<file path="src/hdl/cpr_fifo.sv">
module cpr_fifo #(
	parameter type item_t = logic [0:0]
) (
	input  logic  clk,
	input  logic  arst_n,
	input  logic  wr_en,
	input  item_t wr_data,
	output logic  full,
	input  logic  rd_en,
	output item_t rd_data,
	output logic  empty
);

	item_t      mem_q [2];
	logic       wp_q;
	logic       rp_q;
	logic [1:0] cnt_q;

	assign full    = (cnt_q == 2'd2);
	assign empty   = (cnt_q == 2'd0);
	assign rd_data = mem_q[rp_q];

	always_ff @(posedge clk) begin
		if (wr_en && !full) begin
			mem_q[wp_q] <= wr_data;
		end
	end

	always_ff @(posedge clk or negedge arst_n) begin
		if (!arst_n) begin
			wp_q  <= 1'b0;
			rp_q  <= 1'b0;
			cnt_q <= 2'd0;
		end else begin
			if (wr_en && !full) begin
				wp_q <= ~wp_q;
			end
			if (rd_en && !empty) begin
				rp_q <= ~rp_q;
			end
			cnt_q <= cnt_q + 2'((wr_en && !full) ? 1 : 0) - 2'((rd_en && !empty) ? 1 : 0);
		end
	end

endmodule

</file>
<file path="config.mk">
export PLATFORM = sky130hd
export DESIGN_NAME = cpr_fifo
export DESIGN_NICKNAME = d
export VERILOG_FILES = /design/src/hdl/cpr_fifo.sv
export SDC_FILE = /design/constraint.sdc
export NUM_CORES = 1
export LEC_CHECK = 0
export ABC_AREA = 1
export BUFFER_PORTS_ARGS = -buffer_cell sky130_fd_sc_hd__buf_2
export CORE_AREA = 2 2 39 41
export CTS_CLUSTER_DIAMETER = 50
export DETAILED_ROUTE_END_ITERATION = 10
export DIE_AREA = 0 0 41 43
export GPL_ROUTABILITY_DRIVEN = 0
export PLACE_DENSITY = 0.38
export SLEW_MARGIN = 10
export SYNTH_ARGS = -nofsm -noshare
export SYNTH_HDL_FRONTEND = slang
export SYNTH_SLANG_ARGS = --single-unit
export TNS_END_PERCENT = 50
</file>
<file path="constraint.sdc">
create_clock -name clk -period 1.8 [get_ports clk]
set_clock_uncertainty 0.1 [all_clocks]
set_input_delay 0.54 -clock clk [delete_from_list [all_inputs] [get_ports clk]]
set_output_delay 0.54 -clock clk [all_outputs]
set_load 0.005 [all_outputs]
</file>
==> run summary <==
Registers take 160.2 um^2. The via count of the first global-routing pass came to 208. The iteration count of the initial detailed-routing pass came out at 1. Global routing used 7.092% of the available tracks across all layers.

The total global routing overflow came out at 0. Once the floorplan was initialized, standard cells occupied 22.42% of the core. The via-per-instance ratio came out at 3.576.

The count of nets after finishing is 59. The post-CTS setup repair buffer count is 0. The critical path in this run is classified as reg2out.

The detailed router put a total of 265 um of wire on met1. The largest single stage delay on the critical path is 370 ps. The post-synthesis average cell area came out at 7.956 um^2.

The final critical delay including setup and external delays came out at 1588 ps. The mapped netlist covers 310.3 um^2. Once detail routing completed, the nets flagged for antenna violations numbered 0.

The cell family contributing the most delay on the critical path is flip-flops. The worst pin sits at a relative slew slack of 92.73%. The routed wire length is 481 um. In this run the worst path has a maximum fanout of 3. The signal on the critical path passes through inv_1 > nand2_1 > inv_1 > buf_2. The latest clock arrival within the worst-skew pair came out at 240 ps.

The clock tree from TritonCTS is built. The DRC violation total after the first TritonRoute iteration came out at 0. The post-CTS resize count is 0. The initial antenna violation count came to 0.

The total of fill cells in the finished design came out at 160. The count of endpoints failing hold in the final timing report came out at 0. The power per standard cell area is 1542 nW/um^2. For this design, the sink count on the clock tree is 6. Setup repair after global routing left no endpoint under its margin. The synthesis-to-layout area growth came out at 28.23%.

The share of the cycle needed by the critical path after routing is 88.20%. The width of the chip came out at 41 um. The average wire per cell in the routed design is 7.288 um.

The number of buffers inserted for hold repair after clock tree synthesis came out at 1. Data on the critical path is required at its endpoint by 1160 ps. The clock-pin slew reported for the worst setup and hold paths after clock tree synthesis came out at 50 ps. Together, buffers and inverters on the worst path number 3. The quantity of I/O buffers inserted on ports came out at 7. The wire length on met3 came out at 49 um. The number of cells in the design after placement is 62.

The ratio of cells with drive above 1 in the final layout is 24.00%. The top cell types in the final layout, fill and taps aside, are sky130_fd_sc_hd__nand2_1 (14), sky130_fd_sc_hd__inv_1 (11), sky130_fd_sc_hd__buf_2 (7), sky130_fd_sc_hd__dfrtp_1 (4). The flow ran to the end, and the final reports show no timing, DRC or antenna violations. IR analysis of the VDD net gives a maximum drop of 0.5731 mV.

The area of the placeable core came out at 1384 um^2. In this run the register-to-register setup slack is 320 ps. Data arrives at the worst endpoint at 950 ps. The level count of the clock H-tree is 1. The leakage power total came out at 0.2456 nW. Among all stages on the critical path, the largest delay is contributed by sky130_fd_sc_hd__dfrtp_1.

The startpoint class of the critical path is a flop. 0 antenna diodes ended up in the layout. The total die area came out at 1763 um^2.

The via count is 236. The vertical die dimension came out at 43 um. The number of nets handed over by synthesis was 46. The number of buffers created by CTS came out at 3. The highest clock rate came out at 629.9 MHz. The endpoint class of the critical path is an output pin. The leading cell type in the layout, fill and taps excluded is sky130_fd_sc_hd__nand2_1. Routed signal wires occupy layers up through met3. For this run, design rule violations remaining after detail routing come to 0.

After synthesis, flip-flops and latches occupy 51.61% of the total area. The count of unique library cells instantiated by Yosys is 8. The wire-length estimate of the detail-placed layout is 392 um. The count of standard-cell rows is 14. The cell sitting at the root of the clock tree is a sky130_fd_sc_hd__clkbuf_4. The largest net degree at the start of global routing is 5. After detailed routing, the met2 layer carries 166 um of wire. The count of cells in the finished layout, fillers not included, comes to 66. The transition time at the pin with the least slew margin came out at 108.6 ps.

The aggregate negative setup slack came out at 0 ps. The count of yosys warnings during synthesis is 0. The multi-input combinational cell area came out at 108.9 um^2.

The final count of pins violating max slew came out at 0. The most repeated library cell on the critical path is sky130_fd_sc_hd__inv_1. Counting flops and latches in the post-synthesis netlist gives 6. The first global-routing pass estimated 772 um of wire. The count of final setup violators is 0.

The maximum buffer depth of the clock tree is 2. Pin placement for this block handled 8 I/O pins. The path class of the tightest hold or removal check is reg2reg. Synthesis handed over a netlist of 39 instances.

The number of max-capacitance violations reported came out at 0.
## flip-flops by register name, summed over array words and instances, names as in the netlist
name,count
cnt_q,2
mem_q,2
rp_q,1
wp_q,1
## metal layers
layer,global-route usage [%],vias up
met5,0,-
met4,0,0
met3,7.853,0
met2,8.125,9
met1,9.603,88
li1,-,139
## power by group
group / internal [mW] / total (mW) / switching [mW]
Sequential: 0.202 / 0.231 / 0.0294
Combinational: 0.107 / 0.257 / 0.150
Clock: 0.0755 / 0.125 / 0.0492
Total: 0.385 / 0.613 / 0.229
## worst reg2reg max path, delay by kind of cell, from the launching register on
kind / cells / cell delay (ps)
adder cells (fa/ha/maj): 2 / 430
buffers and inverters: 4 / 220
AND/OR/NAND/NOR: 4 / 230
flip-flops: 1 / 390
## stage by stage
stage / hold WS (ps) / total power [mW] / area (um^2) / utilization (%) / worst slack (ps)
2_1_floorplan: 144.4 / 0.4166 / 310.3 / - / 362.7
3_5_place_dp: 255.3 / 0.4951 / 365.4 / 26.40 / 180.8
3_3_place_gp: 258.4 / 0.4972 / 365.4 / 26.40 / 190.8
5_1_grt: 375.5 / 0.6860 / 397.9 / 28.75 / 112.5
6_report: 382.1 / 0.6135 / 397.9 / 28.75 / 212.5
4_1_cts: 376.3 / 0.6276 / 397.9 / 28.75 / 189.3
## final timing paths
path | start | to | cells after the start
max | cnt_q[0] | full | 4
min | wp_q | wp_q | 2
max reg2reg | cnt_q[1] | cnt_q[1] | 10
min reg2reg | wp_q | wp_q | 2
max in group asynchronous | arst_n | wp_q | 2
min in group asynchronous | arst_n | cnt_q[1] | 2
## Yosys cell counts
| library cell | number | share of area (%) |
|---|---|---|
| sky130_fd_sc_hd__nor2_1 | 1 | 1.2 |
| sky130_fd_sc_hd__dfrtp_1 | 4 | 32 |
| sky130_fd_sc_hd__nand2_2 | 2 | 4.0 |
| sky130_fd_sc_hd__edfxtp_1 | 2 | 19 |
| sky130_fd_sc_hd__nand3_1 | 3 | 4.8 |
| sky130_fd_sc_hd__ha_1 | 2 | 8.1 |
| sky130_fd_sc_hd__inv_1 | 11 | 13 |
| sky130_fd_sc_hd__nand2_1 | 14 | 17 |
## layout make-up
cell class / count / area share (%)
flip-flops and latches: 6 / 40.25
clock buffers: 3 / 5.660
inverters: 11 / 10.38
well taps: 16 / 5.031
multi-input cells: 22 / 27.36
repair buffers: 8 / 11.32
## logic make-up after synthesis
kind of cell | synth area share (%)
adders and majority gates | 8.063
buffers and inverters | 13.31
DFF | 51.61
and+or+nand+nor | 27.01
Note: power is estimated with default switching activity, not from simulation.
