**config.mk**
```make
export PLATFORM = sky130hd
export DESIGN_NAME = cpr_front
export DESIGN_NICKNAME = d
export VERILOG_FILES = /design/src/hdl/cpr_pkg.sv /design/src/hdl/cpr_fifo.sv /design/src/hdl/cpr_front.sv
export SDC_FILE = /design/constraint.sdc
export NUM_CORES = 1
export LEC_CHECK = 0
export ABC_AREA = 0
export BUFFER_PORTS_ARGS = -buffer_cell sky130_fd_sc_hd__buf_2
export CORE_UTILIZATION = 50
export CTS_BUF_LIST = sky130_fd_sc_hd__clkbuf_2
export DETAILED_ROUTE_END_ITERATION = 10
export PLACE_DENSITY = 0.75
export SLEW_MARGIN = 20
export SYNTH_ARGS = -nofsm -noshare
export SYNTH_HDL_FRONTEND = slang
export SYNTH_SLANG_ARGS = --single-unit
```
**constraint.sdc**
```tcl
create_clock -name clk -period 5 [get_ports clk]
set_clock_uncertainty 0.05 [all_clocks]
set_input_delay 0.75 -clock clk [delete_from_list [all_inputs] [get_ports clk]]
set_output_delay 0.75 -clock clk [all_outputs]
set_load 0.02 [all_outputs]
```
**src/hdl/cpr_pkg.sv**
```systemverilog
package cpr_pkg;

	localparam int DEF_MAX_DEGREE = 16;
	localparam int DEF_PART_WIDTH = 32;
	localparam int DEF_FRAC_BITS  = 16;

	localparam logic [1:0] OP_WRITE_ROOT = 2'd0;
	localparam logic [1:0] OP_READ_COEF  = 2'd1;
	localparam logic [1:0] OP_EVALUATE   = 2'd2;

	localparam logic [1:0] ST_OK    = 2'd0;
	localparam logic [1:0] ST_RANGE = 2'd1;
	localparam logic [1:0] ST_SAT   = 2'd2;

	localparam logic [1:0] REG_DEGREE  = 2'd0;
	localparam logic [1:0] REG_LEAD_RE = 2'd1;
	localparam logic [1:0] REG_LEAD_IM = 2'd2;

	typedef enum logic [1:0] {
		CMD_WRITE  = 2'd0,
		CMD_READ   = 2'd1,
		CMD_EVAL   = 2'd2,
		CMD_REJECT = 2'd3
	} cmd_kind_t;

	typedef struct packed {
		cmd_kind_t   kind;
		logic [4:0]  slot;
		logic [31:0] re;
		logic [31:0] im;
	} cmd_t;

	typedef struct packed {
		logic [31:0] re;
		logic [31:0] im;
		logic [1:0]  status;
	} out_item_t;

	typedef struct packed {
		logic rebuild;
		logic clear_roots;
	} cfg_evt_t;

	// fixed-point one, clamped to the largest part value
	function automatic int one_part(input int frac, input int width);
		int r;
		if (frac >= width - 1) begin
			r = (2 ** (width - 1)) - 1;
		end else begin
			r = 1 << frac;
		end
		return r;
	endfunction

endpackage

```
**src/hdl/cpr_fifo.sv**
```systemverilog
module cpr_fifo #(
	parameter type item_t = logic [0:0]
) (
	input  logic  clk,
	input  logic  arst_n,
	input  logic  wr_en,
	input  item_t wr_data,
	output logic  full,
	input  logic  rd_en,
	output item_t rd_data,
	output logic  empty
);

	item_t      mem_q [2];
	logic       wp_q;
	logic       rp_q;
	logic [1:0] cnt_q;

	assign full    = (cnt_q == 2'd2);
	assign empty   = (cnt_q == 2'd0);
	assign rd_data = mem_q[rp_q];

	always_ff @(posedge clk) begin
		if (wr_en && !full) begin
			mem_q[wp_q] <= wr_data;
		end
	end

	always_ff @(posedge clk or negedge arst_n) begin
		if (!arst_n) begin
			wp_q  <= 1'b0;
			rp_q  <= 1'b0;
			cnt_q <= 2'd0;
		end else begin
			if (wr_en && !full) begin
				wp_q <= ~wp_q;
			end
			if (rd_en && !empty) begin
				rp_q <= ~rp_q;
			end
			cnt_q <= cnt_q + 2'((wr_en && !full) ? 1 : 0) - 2'((rd_en && !empty) ? 1 : 0);
		end
	end

endmodule

```
**src/hdl/cpr_front.sv**
```systemverilog
module cpr_front import cpr_pkg::*; #(
	parameter int MAX_DEGREE = DEF_MAX_DEGREE,
	localparam int DW = $clog2(MAX_DEGREE + 1)
) (
	input  logic          clk,
	input  logic          arst_n,
	input  logic          push,
	output logic          full,
	input  logic [1:0]    operation,
	input  logic [4:0]    slot,
	input  logic [31:0]   value_re,
	input  logic [31:0]   value_im,
	input  logic [DW-1:0] degree,
	input  logic          cmd_pop,
	output cmd_t          cmd,
	output logic          cmd_empty
);

	cmd_t in_cmd;

	// classify against the degree in force; the user must move degree only while idle, the block does not enforce it
	always_comb begin
		in_cmd.slot = slot;
		in_cmd.re   = value_re;
		in_cmd.im   = value_im;
		unique case (operation)
			OP_WRITE_ROOT: in_cmd.kind = (32'(slot) < 32'(degree)) ? CMD_WRITE : CMD_REJECT;
			OP_READ_COEF:  in_cmd.kind = (32'(slot) <= 32'(degree)) ? CMD_READ : CMD_REJECT;
			OP_EVALUATE:   in_cmd.kind = CMD_EVAL;
			default:       in_cmd.kind = CMD_REJECT;
		endcase
	end

	cpr_fifo #(.item_t(cmd_t)) u_cmd_q (
		.clk     (clk),
		.arst_n  (arst_n),
		.wr_en   (push),
		.wr_data (in_cmd),
		.full    (full),
		.rd_en   (cmd_pop),
		.rd_data (cmd),
		.empty   (cmd_empty)
	);

endmodule

```
==> impl_metrics.yaml, run 1 <==
job:
  maxCapViolCount: 0
clock_network:
  cts_made_buffers: 17
  clk_pin_slew_worst_paths_ns: 0.21
  cts_buffer_depth: 2
  worstSkewPairLatency_ns: 0.63
  clkSinkCount: 146
  cts_hold_buf: 1
  root_buffer: "clkbuf_2"
  cts_tree: "yes"
  cts_max_level: 4
  cts_setup_buffers: 0
  post_cts_resized: 0
cells_and_area:
  final_util_pct: 63.53
  antenna_cells: 0
  nets: 515
  seqCellArea_mm2: 0.004368
  drive_gt1_share_pct: 58.73
  n_fill_cell: 802
  multi_input_area_mm2: 0.001036
  design_area_mm2: 0.006646
  area_delta_synth_final_pct: 21.53
synthesis:
  syn_nets: 350
  async_flop_share_pct: 2.740
  synth-edff-count: 142
  synthFlopType: "edfxtp_1"
  ys_seq_area_share_pct: 79.80
  syn_inst: 263
  synth_cell_types: 21
  synth.avg_cell_area_um2: 20.79
  synth_area_mm2: 0.005469
  synth-seq-cells: 146
  yosysWarnings: 0
sta:
  fin_crit_sh_pct: 63.60
  rsz0062_at_grt: "no"
  max_freq_mhz: 314.5
  hold_violations: 0
  setup_violations: 0
  timing.slew.headroom_pct: 35.20
  period_needed_ns: 3.180
  drv_slew: 0
  tightestPinTransition_ns: 0.9720
  fin_setup_tns_ns: 0
status:
  status: "complete, no violations"
floorplan:
  dieArea_mm2: 0.01136
  row_count: 37
  start_util_pct: 52.27
  fp.coreArea_mm2: 0.01046
  io_pins: 153
  die-width_um: 106.6
  fp.dieH_um: 106.6
routing:
  routed_wl_mm: 9.392
  dr.pass1.iters: 4
  avgViaCountPerCell: 4.962
  ant_nets: 0
  wl_per_cell_um: 16.28
  via_count: 2863
  drtIter0Drc: 130
  route.detailed.drc: 0
setup_path:
  cp_slowest_stage_delay_ns: 1.05
  endpoint_kind: "output port"
  crit_family: "flip-flops"
  crit_path_cell_trace: "mux2_2, buf_2"
  critPathBufInv: 1
  r2r_slack_ns: 3.03
  cp-start-kind: "flop"
  slowest_stage: "dfrtp_4"
  cp_max_fo: 72
  worstPathRequired_ns: 4.20
  critPathKind: "reg2out"
  crit_arrival_ns: 2.38
placed_design:
  hpwl_mm: 6.105
  placed_cell_area_mm2: 0.006384
  port_buffers: 152
  place_congestion: 0.7549
grt:
  grt_util_all_layers_pct: 17.17
  grt_pass1_wl_mm: 14.20
  gr-total-overflow: 0
  grt_pass1_vias: 2822
  antenna_found_initial: 1
  grt_max_degree: 73
pwr:
  p_leak_uw: 0.002568
  powerDensity_mw_per_mm2: 563.6
  vdd_drop_max_v: 0.0004397
min_path:
  hold_class: "in2reg"
metal layers:
| layer | vias to the layer above | share of wire [%] | routed length (um) | track usage (%) |
|---|---|---|---|---|
| met5 | - | 0.14 | 13 | 0 |
| met4 | 2 | 1.4 | 135 | 8.023 |
| met3 | 13 | 7.7 | 724 | 5.836 |
| met2 | 110 | 49 | 4647 | 27.47 |
| met1 | 1370 | 41 | 3871 | 21.13 |
| li1 | 1368 | - | - | - |
path summary, 6_finish.rpt:
path | end | startpoint | depth (start not counted)
max reg2reg | u_cmd_q.mem_q[0][28]$_DFFE_PP_ | u_cmd_q.cnt_q[1]$_DFF_PN0_ | 4
max | cmd[68] | u_cmd_q.rp_q$_DFFE_PN0P_ | 2
min | u_cmd_q.mem_q[1][3]$_DFFE_PP_ | value_im[3] | 1
min in group asynchronous | u_cmd_q.wp_q$_DFFE_PN0P_ | arst_n | 2
max in group asynchronous | u_cmd_q.rp_q$_DFFE_PN0P_ | arst_n | 2
min reg2reg | u_cmd_q.cnt_q[1]$_DFF_PN0_ | u_cmd_q.cnt_q[1]$_DFF_PN0_ | 1
stage by stage:
step | worst slack, ns | total power (uW) | std cells | hold slack [ns]
5_1_grt | 1.633 | 3935 | 577 | 0.1212
3_3_place_gp | 2.533 | 3090 | 544 | 0.4466
6_report | 1.820 | 3746 | 577 | 0.2269
3_5_place_dp | 2.537 | 3117 | 544 | 0.4722
2_1_floorplan | 0.6458 | 2720 | 263 | 0.4044
4_1_cts | 1.736 | 3797 | 577 | 0.1379
synthesized netlist by cell type, drive strengths merged (2+ instances only):
| cell type | n | area, um2 |
|---|---|---|
| a211o | 2 | 18.77 |
| buf | 8 | 40.04 |
| inv | 11 | 41.29 |
| ha | 7 | 87.58 |
| xnor2 | 3 | 26.28 |
| nand2 | 3 | 11.26 |
| edfxtp | 142 | 4264 |
| mux2 | 71 | 799.5 |
| nor2 | 2 | 7.510 |
| dfrtp | 4 | 100.1 |
cells in the final DEF (no fill, tap or decap), types with 3 or more instances in the layout:
master and n:
ha_1 7, clkbuf_2 18, clkinv_2 3, nand2_1 3, mux2_2 71, edfxtp_1 142, buf_2 152, dfrtp_1 3
xnor2_1 3, bufinv_16 3, inv_1 11
cell families after synthesis:
family | Yosys count | share of synthesized area, %
buffers and inverters | 19 | 1.487
AO/OA/AOI/OAI | 5 | 0.7550
adder cells (fa/ha/maj) | 7 | 1.601
flip-flops | 146 | 79.80
multiplexers | 71 | 14.62
AND/OR/NAND/NOR | 11 | 1.098
XOR/XNOR | 4 | 0.6407
cell type report:
cell class	instances	share of cell area [%]
clock inverter	14	2.447
tap	136	2.560
timing repair buffer	154	11.71
sequential	146	65.72
inverter	11	0.6212
clock buffer	18	1.355
multi-input combinational	98	15.59
registers in the layout, indices dropped and copies added (netlist names):
| name | count |
|---|---|
| u_cmd_q.cnt_q | 2 |
| u_cmd_q.mem_q | 142 |
| u_cmd_q.rp_q | 1 |
| u_cmd_q.wp_q | 1 |
where the power goes:
part           internal [uW]  switching, uW
logic                    512            703
registers               1670            176
clock network            279            400
No activity file was read; power rests on OpenSTA's default activity.
==> run 2: changes to the inputs <==
CORE_UTILIZATION = 49   (was 50)
PLACE_DENSITY = 0.77   (was 0.75)
clock period = 2.55 ns   (was 5 ns; I/O delays follow)
==> run 2 against run 1 <==
Worst setup slack got worse by 1.7 ns. Combinational power rose by 130%. Clock-buffer cell count did not move. Power rose by 100%. Final cell count rose by 15%. Sequential cell count did not move.
==> impl_metrics.yaml, run 2 (synthesis gave the netlist of run 1 again) <==
status:
  status: "complete, no violations"
setup_path:
  path_common_cell: "dlygate4sd3_1"
  crit_family: "buffers and inverters"
  worstPathRequired_ns: 2.93
  cp_max_fo: 3
  slowest_stage: "dlygate4sd3_1"
  crit_arrival_ns: 2.78
  endpoint_kind: "flop"
  critPathKind: "in2reg"
  critPathBufInv: 3
  cp-start-kind: "input pin"
  cp_slowest_stage_delay_ns: 0.58
  crit_path_cell_trace: "dlygate4sd3_1, buf_2, ha_1, and4_4, a221o_1, a211o_1, dlygate4sd3_1"
min_path:
  hold_class: "in2reg"
sta:
  setup_violations: 0
  hold_violations: 0
  fin_crit_sh_pct: 94.06
  timing.slew.headroom_pct: 67.63
  drv_slew: 0
  period_needed_ns: 2.398
  fin_setup_tns_ns: 0
  tightestPinTransition_ns: 0.4855
  max_freq_mhz: 416.9
routing:
  met1_length_mm: 4.215
  dr_wl_met2_mm: 5.482
  routed_wl_mm: 10.32
  via_count: 3194
  dr.pass1.iters: 4
  avgViaCountPerCell: 4.796
  drtIter0Drc: 138
  wl_per_cell_um: 15.49
  dr_wl_met3_um: 559
  route.detailed.drc: 0
  ant_nets: 0
  top_layer: "met4"
cells_and_area:
  antenna_cells: 0
  multi_input_area_mm2: 0.001040
  n_fill_cell: 736
  largest_reg_flops: 142
  stdcell_count: 666
  design_area_mm2: 0.007510
  regMostFlops: "u_cmd_q.mem_q"
  area_delta_synth_final_pct: 37.31
  mostFrequentLayoutCells: "buf_2, edfxtp_1, dlygate4sd3_1"
  drive_gt1_share_pct: 50.76
  final_common_cell: "buf_2"
  biggestRegsByFlops: "u_cmd_q.mem_q: 142 flops, u_cmd_q.cnt_q: 2 flops"
  nets: 600
  seqCellArea_mm2: 0.004368
clock_network:
  clkSinkCount: 146
  clk_pin_slew_worst_paths_ns: 0.21
  cts_buffer_depth: 2
  cts_max_level: 4
  root_buffer: "clkbuf_2"
  worstSkewPairLatency_ns: 0.65
  cts_tree: "yes"
  cts_made_buffers: 17
floorplan:
  fp.coreArea_mm2: 0.01084
  start_util_pct: 50.45
  io_pins: 153
  fp.dieH_um: 107.6
  die-width_um: 107.6
  row_count: 38
  dieArea_mm2: 0.01159
placed_design:
  placed_cell_area_mm2: 0.006451
  port_buffers: 152
  hpwl_mm: 6.152
  placedCellCount: 553
  place_congestion: 0.7234
grt:
  grt_pass1_wl_mm: 15.27
  antenna_found_initial: 0
  grt_max_degree: 37
  grt_pass1_vias: 3186
  grt_util_all_layers_pct: 18.27
  gr-total-overflow: 0
pwr:
  switchingPower_uw: 2587
  internal-power_uw: 5027
  swShare_pct: 33.98
  pwr-share-comb_pct: 37.5
  sequentialPowerShare_pct: 45.1
  power_frac_clock_pct: 17.4
  powerDensity_mw_per_mm2: 1014
  p_leak_uw: 0.002934
  vdd_drop_max_v: 0.0008374
job:
  maxCapViolCount: 0
run 2: cell count changes in the layout (fill, tap and decap cells not counted), moves of 2 or more:
cell and delta:
dlygate4sd3_1 +75, buf_4 +7, clkinv_2 -3, buf_12 +2
clkinv_1 +2
run 2: power groups by stage:
stage / Sequential [uW] / Combinational, uW / Clock (uW)
final: 3430 / 2860 / 1330
after global routing: 3470 / 3050 / 1460
after CTS: 3430 / 2840 / 1360
after detailed placement: 3550 / 2620 / 0
after global placement: 3520 / 2590 / 0
after floorplan: 3420 / 1880 / 0
run 2: cell type report:
cell class / instances / area share, %
Clock buffer: 18 / 1.200
Clock inverter: 14 / 2.166
Inverter: 11 / 0.5498
Multi-Input combinational cell: 98 / 13.85
Sequential cell: 146 / 58.16
Tap cell: 140 / 2.333
Timing Repair Buffer: 239 / 21.74
run 2: worst reg2reg max path, cell delays in order (launching register included):
cell and delay (ns):
dfrtp_1 0.45, nand2b_1 0.13, nand2_1 0.14, nor2_4 0.11
buf_4 0.42
run 2: final timing paths:
path | startpoint | endpoint | slack (ns) | cells after the start
setup / recovery | slot[4] | u_cmd_q.mem_q[1][69]$_DFFE_PP_ | 0.15 | 7
setup reg to reg | u_cmd_q.cnt_q[1]$_DFF_PN0_ | u_cmd_q.mem_q[0][14]$_DFFE_PP_ | 0.87 | 4
hold / removal | degree[3] | u_cmd_q.mem_q[0][70]$_DFFE_PP_ | 0.35 | 5
max in group asynchronous | arst_n | u_cmd_q.rp_q$_DFFE_PN0P_ | 1.68 | 3
hold reg to reg | u_cmd_q.cnt_q[1]$_DFF_PN0_ | u_cmd_q.cnt_q[1]$_DFF_PN0_ | 0.49 | 1
min in group asynchronous | arst_n | u_cmd_q.rp_q$_DFFE_PN0P_ | 0.59 | 3
run 2: metal layers:
layer | track usage, % | vias to the layer above
li1 | - | 1528
met1 | 20.92 | 1557
met2 | 32.33 | 104
met3 | 5.690 | 5
met4 | 6.164 | 0
met5 | 0 | -
run 2: repair_timing:
action | 4_1_cts | 5_1_grt
hold buffers | 75 | 1
setup buffers | 3 | 2
resized for setup | 0 | 1
endpoints found under the hold margin | 147 | 1
setup endpoints to repair | 45 | 36
gates cloned | 0 | 0
run 2: per-stage QoR:
stage | hold WS, ns | worst slack [ns] | power, uW | util (%)
final | 0.3483 | 0.1516 | 7614 | 69.28
after global routing | 0.2873 | -0.005221 | 7982 | 69.28
after CTS | 0.007045 | 0.06145 | 7640 | 69.01
after detailed placement | 0.1436 | 0.5934 | 6167 | 59.51
after global placement | 0.1402 | 0.6263 | 6113 | 59.51
after floorplan | 0.03691 | 0.4131 | 5308 | -
==> run 3: changes to the inputs <==
CORE_UTILIZATION = 35   (was 49)
PLACE_DENSITY = 0.55   (was 0.77)
clock period = 3.04 ns   (was 2.55 ns; I/O delays follow)
==> run 3 against run 2 <==
Worst setup slack improved by 0.15 ns. Clock-buffer cell count increased by 7. Hold slack worse by 0.22 ns. Sequential share of layout area grew 0.34 points. Die area grew 39%. Critical path depth shrank 4. Sequential cell count stayed put. Wire length grew 4.8%. Critical endpoint is now cmd[22]. Register-to-register slack improved by 0.36 ns. Utilization fell by 20 points.
==> impl_metrics.yaml, run 3 (synthesis gave the netlist of run 1 again) <==
setup_path:
  cp-start-kind: "flop"
  crit_path_cell_trace: "buf_12, mux2_2, buf_2"
  cp_max_fo: 36
  critPathKind: "reg2out"
  endpoint_kind: "output port"
  reg2reg_depth: 3
  r2r_slack_ns: 1.23
  cp_slowest_stage_delay_ns: 0.71
  r2r_start: "u_cmd_q.cnt_q[1]$_DFF_PN0_"
  r2r-end: "u_cmd_q.mem_q[1][63]$_DFFE_PP_"
  worstPathRequired_ns: 2.53
  slowest_stage: "dfrtp_4"
  crit_arrival_ns: 2.24
placed_design:
  port_buffers: 152
  place_congestion: 0.7341
  hpwl_mm: 6.320
  placed_cell_area_mm2: 0.006476
grt:
  antenna_found_initial: 0
  grt_util_all_layers_pct: 13.83
  gr-total-overflow: 0
  grt_max_degree: 41
  grt_pass1_vias: 3215
  grt_pass1_wl_mm: 16.28
cells_and_area:
  nets: 592
  biggestRegsByFlops: "u_cmd_q.mem_q: 142 flops, u_cmd_q.cnt_q: 2 flops"
  final_common_cell: "buf_2"
  mostFrequentLayoutCells: "buf_2, edfxtp_1, dlygate4sd3_1"
  largest_reg_flops: 142
  drive_gt1_share_pct: 50.97
  design_area_mm2: 0.007466
  regMostFlops: "u_cmd_q.mem_q"
  final_util_pct: 49.11
  area_delta_synth_final_pct: 36.51
  antenna_cells: 0
routing:
  route.detailed.drc: 0
  drtIter0Drc: 126
  routed_wl_mm: 10.81
  wl_per_cell_um: 15.31
  dr.pass1.iters: 4
  avgViaCountPerCell: 4.466
  via_count: 3153
  ant_nets: 0
status:
  status: "complete, no violations"
clock_network:
  post_cts_resized: 0
  cts_tree: "yes"
  root_buffer: "clkbuf_2"
  clkSinkCount: 146
  cts_buffer_depth: 2
  clk_pin_slew_worst_paths_ns: 0.19
  worstSkewPairLatency_ns: 0.67
  cts_made_buffers: 17
  cts_max_level: 4
sta:
  max_freq_mhz: 364.8
  holdWs_ns: 0.1242
  fin_crit_sh_pct: 90.17
  fin_setup_tns_ns: 0
  hold_violations: 0
  timing.slew.headroom_pct: 62.39
  drv_slew: 0
  period_needed_ns: 2.741
  tightestPinTransition_ns: 0.5641
  setup_violations: 0
  rsz0062_at_grt: "no"
floorplan:
  dieArea_mm2: 0.01613
  fp.dieH_um: 127
  die-width_um: 127
  fp.coreArea_mm2: 0.01520
  row_count: 45
  io_pins: 153
  start_util_pct: 35.98
pwr:
  total_power_uw: 6263
  p_leak_uw: 0.002905
  powerDensity_mw_per_mm2: 838.9
  vdd_drop_max_v: 0.0007328
min_path:
  holdPathEnd: "u_cmd_q.rp_q$_DFFE_PN0P_"
  hold_class: "in2reg"
  whs_path_depth: 3
  hp-start: "cmd_pop"
job:
  maxCapViolCount: 0
run 3: cell types whose count changed in the layout (fill, tap and decap cells not counted):
cell | previous run | this run
clkbuf_2 | 18 | 25
dlygate4sd3_1 | 76 | 74
inv_6 | 2 | 0
buf_6 | 1 | 0
buf_12 | 2 | 3
mux2_2 | 70 | 71
clkinvlp_4 | 3 | 0
buf_4 | 8 | 2
bufinv_16 | 3 | 2
clkinv_1 | 4 | 1
clkinv_2 | 0 | 4
mux2_4 | 1 | 0
clkinv_4 | 2 | 0
run 3: per-layer routing:
layer	routed length [um]	vias to the layer above	track usage (%)
met5	0	-	0
met4	138	0	5.532
met3	622	11	5.486
met2	5583	90	23.63
met1	4467	1543	15.49
li1	-	1509	-
run 3: area by class of cell:
cell class / count / area (um2)
repair buffers: 231 / 1577
inverters: 11 / 41.29
well taps: 188 / 235.2
multi-input cells: 98 / 1036
clock buffers: 25 / 125.1
fillers: 1329 / 7736
flip-flops and latches: 146 / 4368
clock inverters: 7 / 83.83
run 3: worst max path at each step:
stage | start | end | slack [ns] | cells past startpoint
floorplan | u_cmd_q.cnt_q[1]$_DFF_PN0_ | u_cmd_q.mem_q[0][0]$_DFFE_PP_ | 0.12 | 3
global placement | u_cmd_q.rp_q$_DFFE_PN0P_ | cmd[18] | 0.80 | 2
detailed placement | u_cmd_q.rp_q$_DFFE_PN0P_ | cmd[18] | 0.78 | 2
CTS | u_cmd_q.rp_q$_DFFE_PN0P_ | cmd[29] | 0.18 | 3
global route | u_cmd_q.rp_q$_DFFE_PN0P_ | cmd[22] | 0.1 | 3
finish | u_cmd_q.rp_q$_DFFE_PN0P_ | cmd[22] | 0.30 | 3
run 3: critical path, delay by kind of cell, from the launching register on:
| kind | cells | cell delay (ns) |
|---|---|---|
| flip-flops | 1 | 0.71 |
| buffers and inverters | 2 | 0.44 |
| multiplexers | 1 | 0.37 |
run 3: power by group:
part           switching (uW)  internal [uW]
combinational            1360            970
clock                     619            396
sequential                169           2750
total                    2150           4110
run 3: metrics by stage:
stage                     std cells  worst slack (ns)
after global placement          598            0.7983
after CTS                       706            0.1788
after detailed placement        598            0.7844
final                           706            0.2988
after global routing            706           0.09683
after floorplan                 263            0.1242
run 3: what timing repair did:
action	4_1_cts	5_1_grt
setup endpoints to repair	71	0
buffers inserted	2	0
hold buffers	74	0
endpoints found under the hold margin	147	0
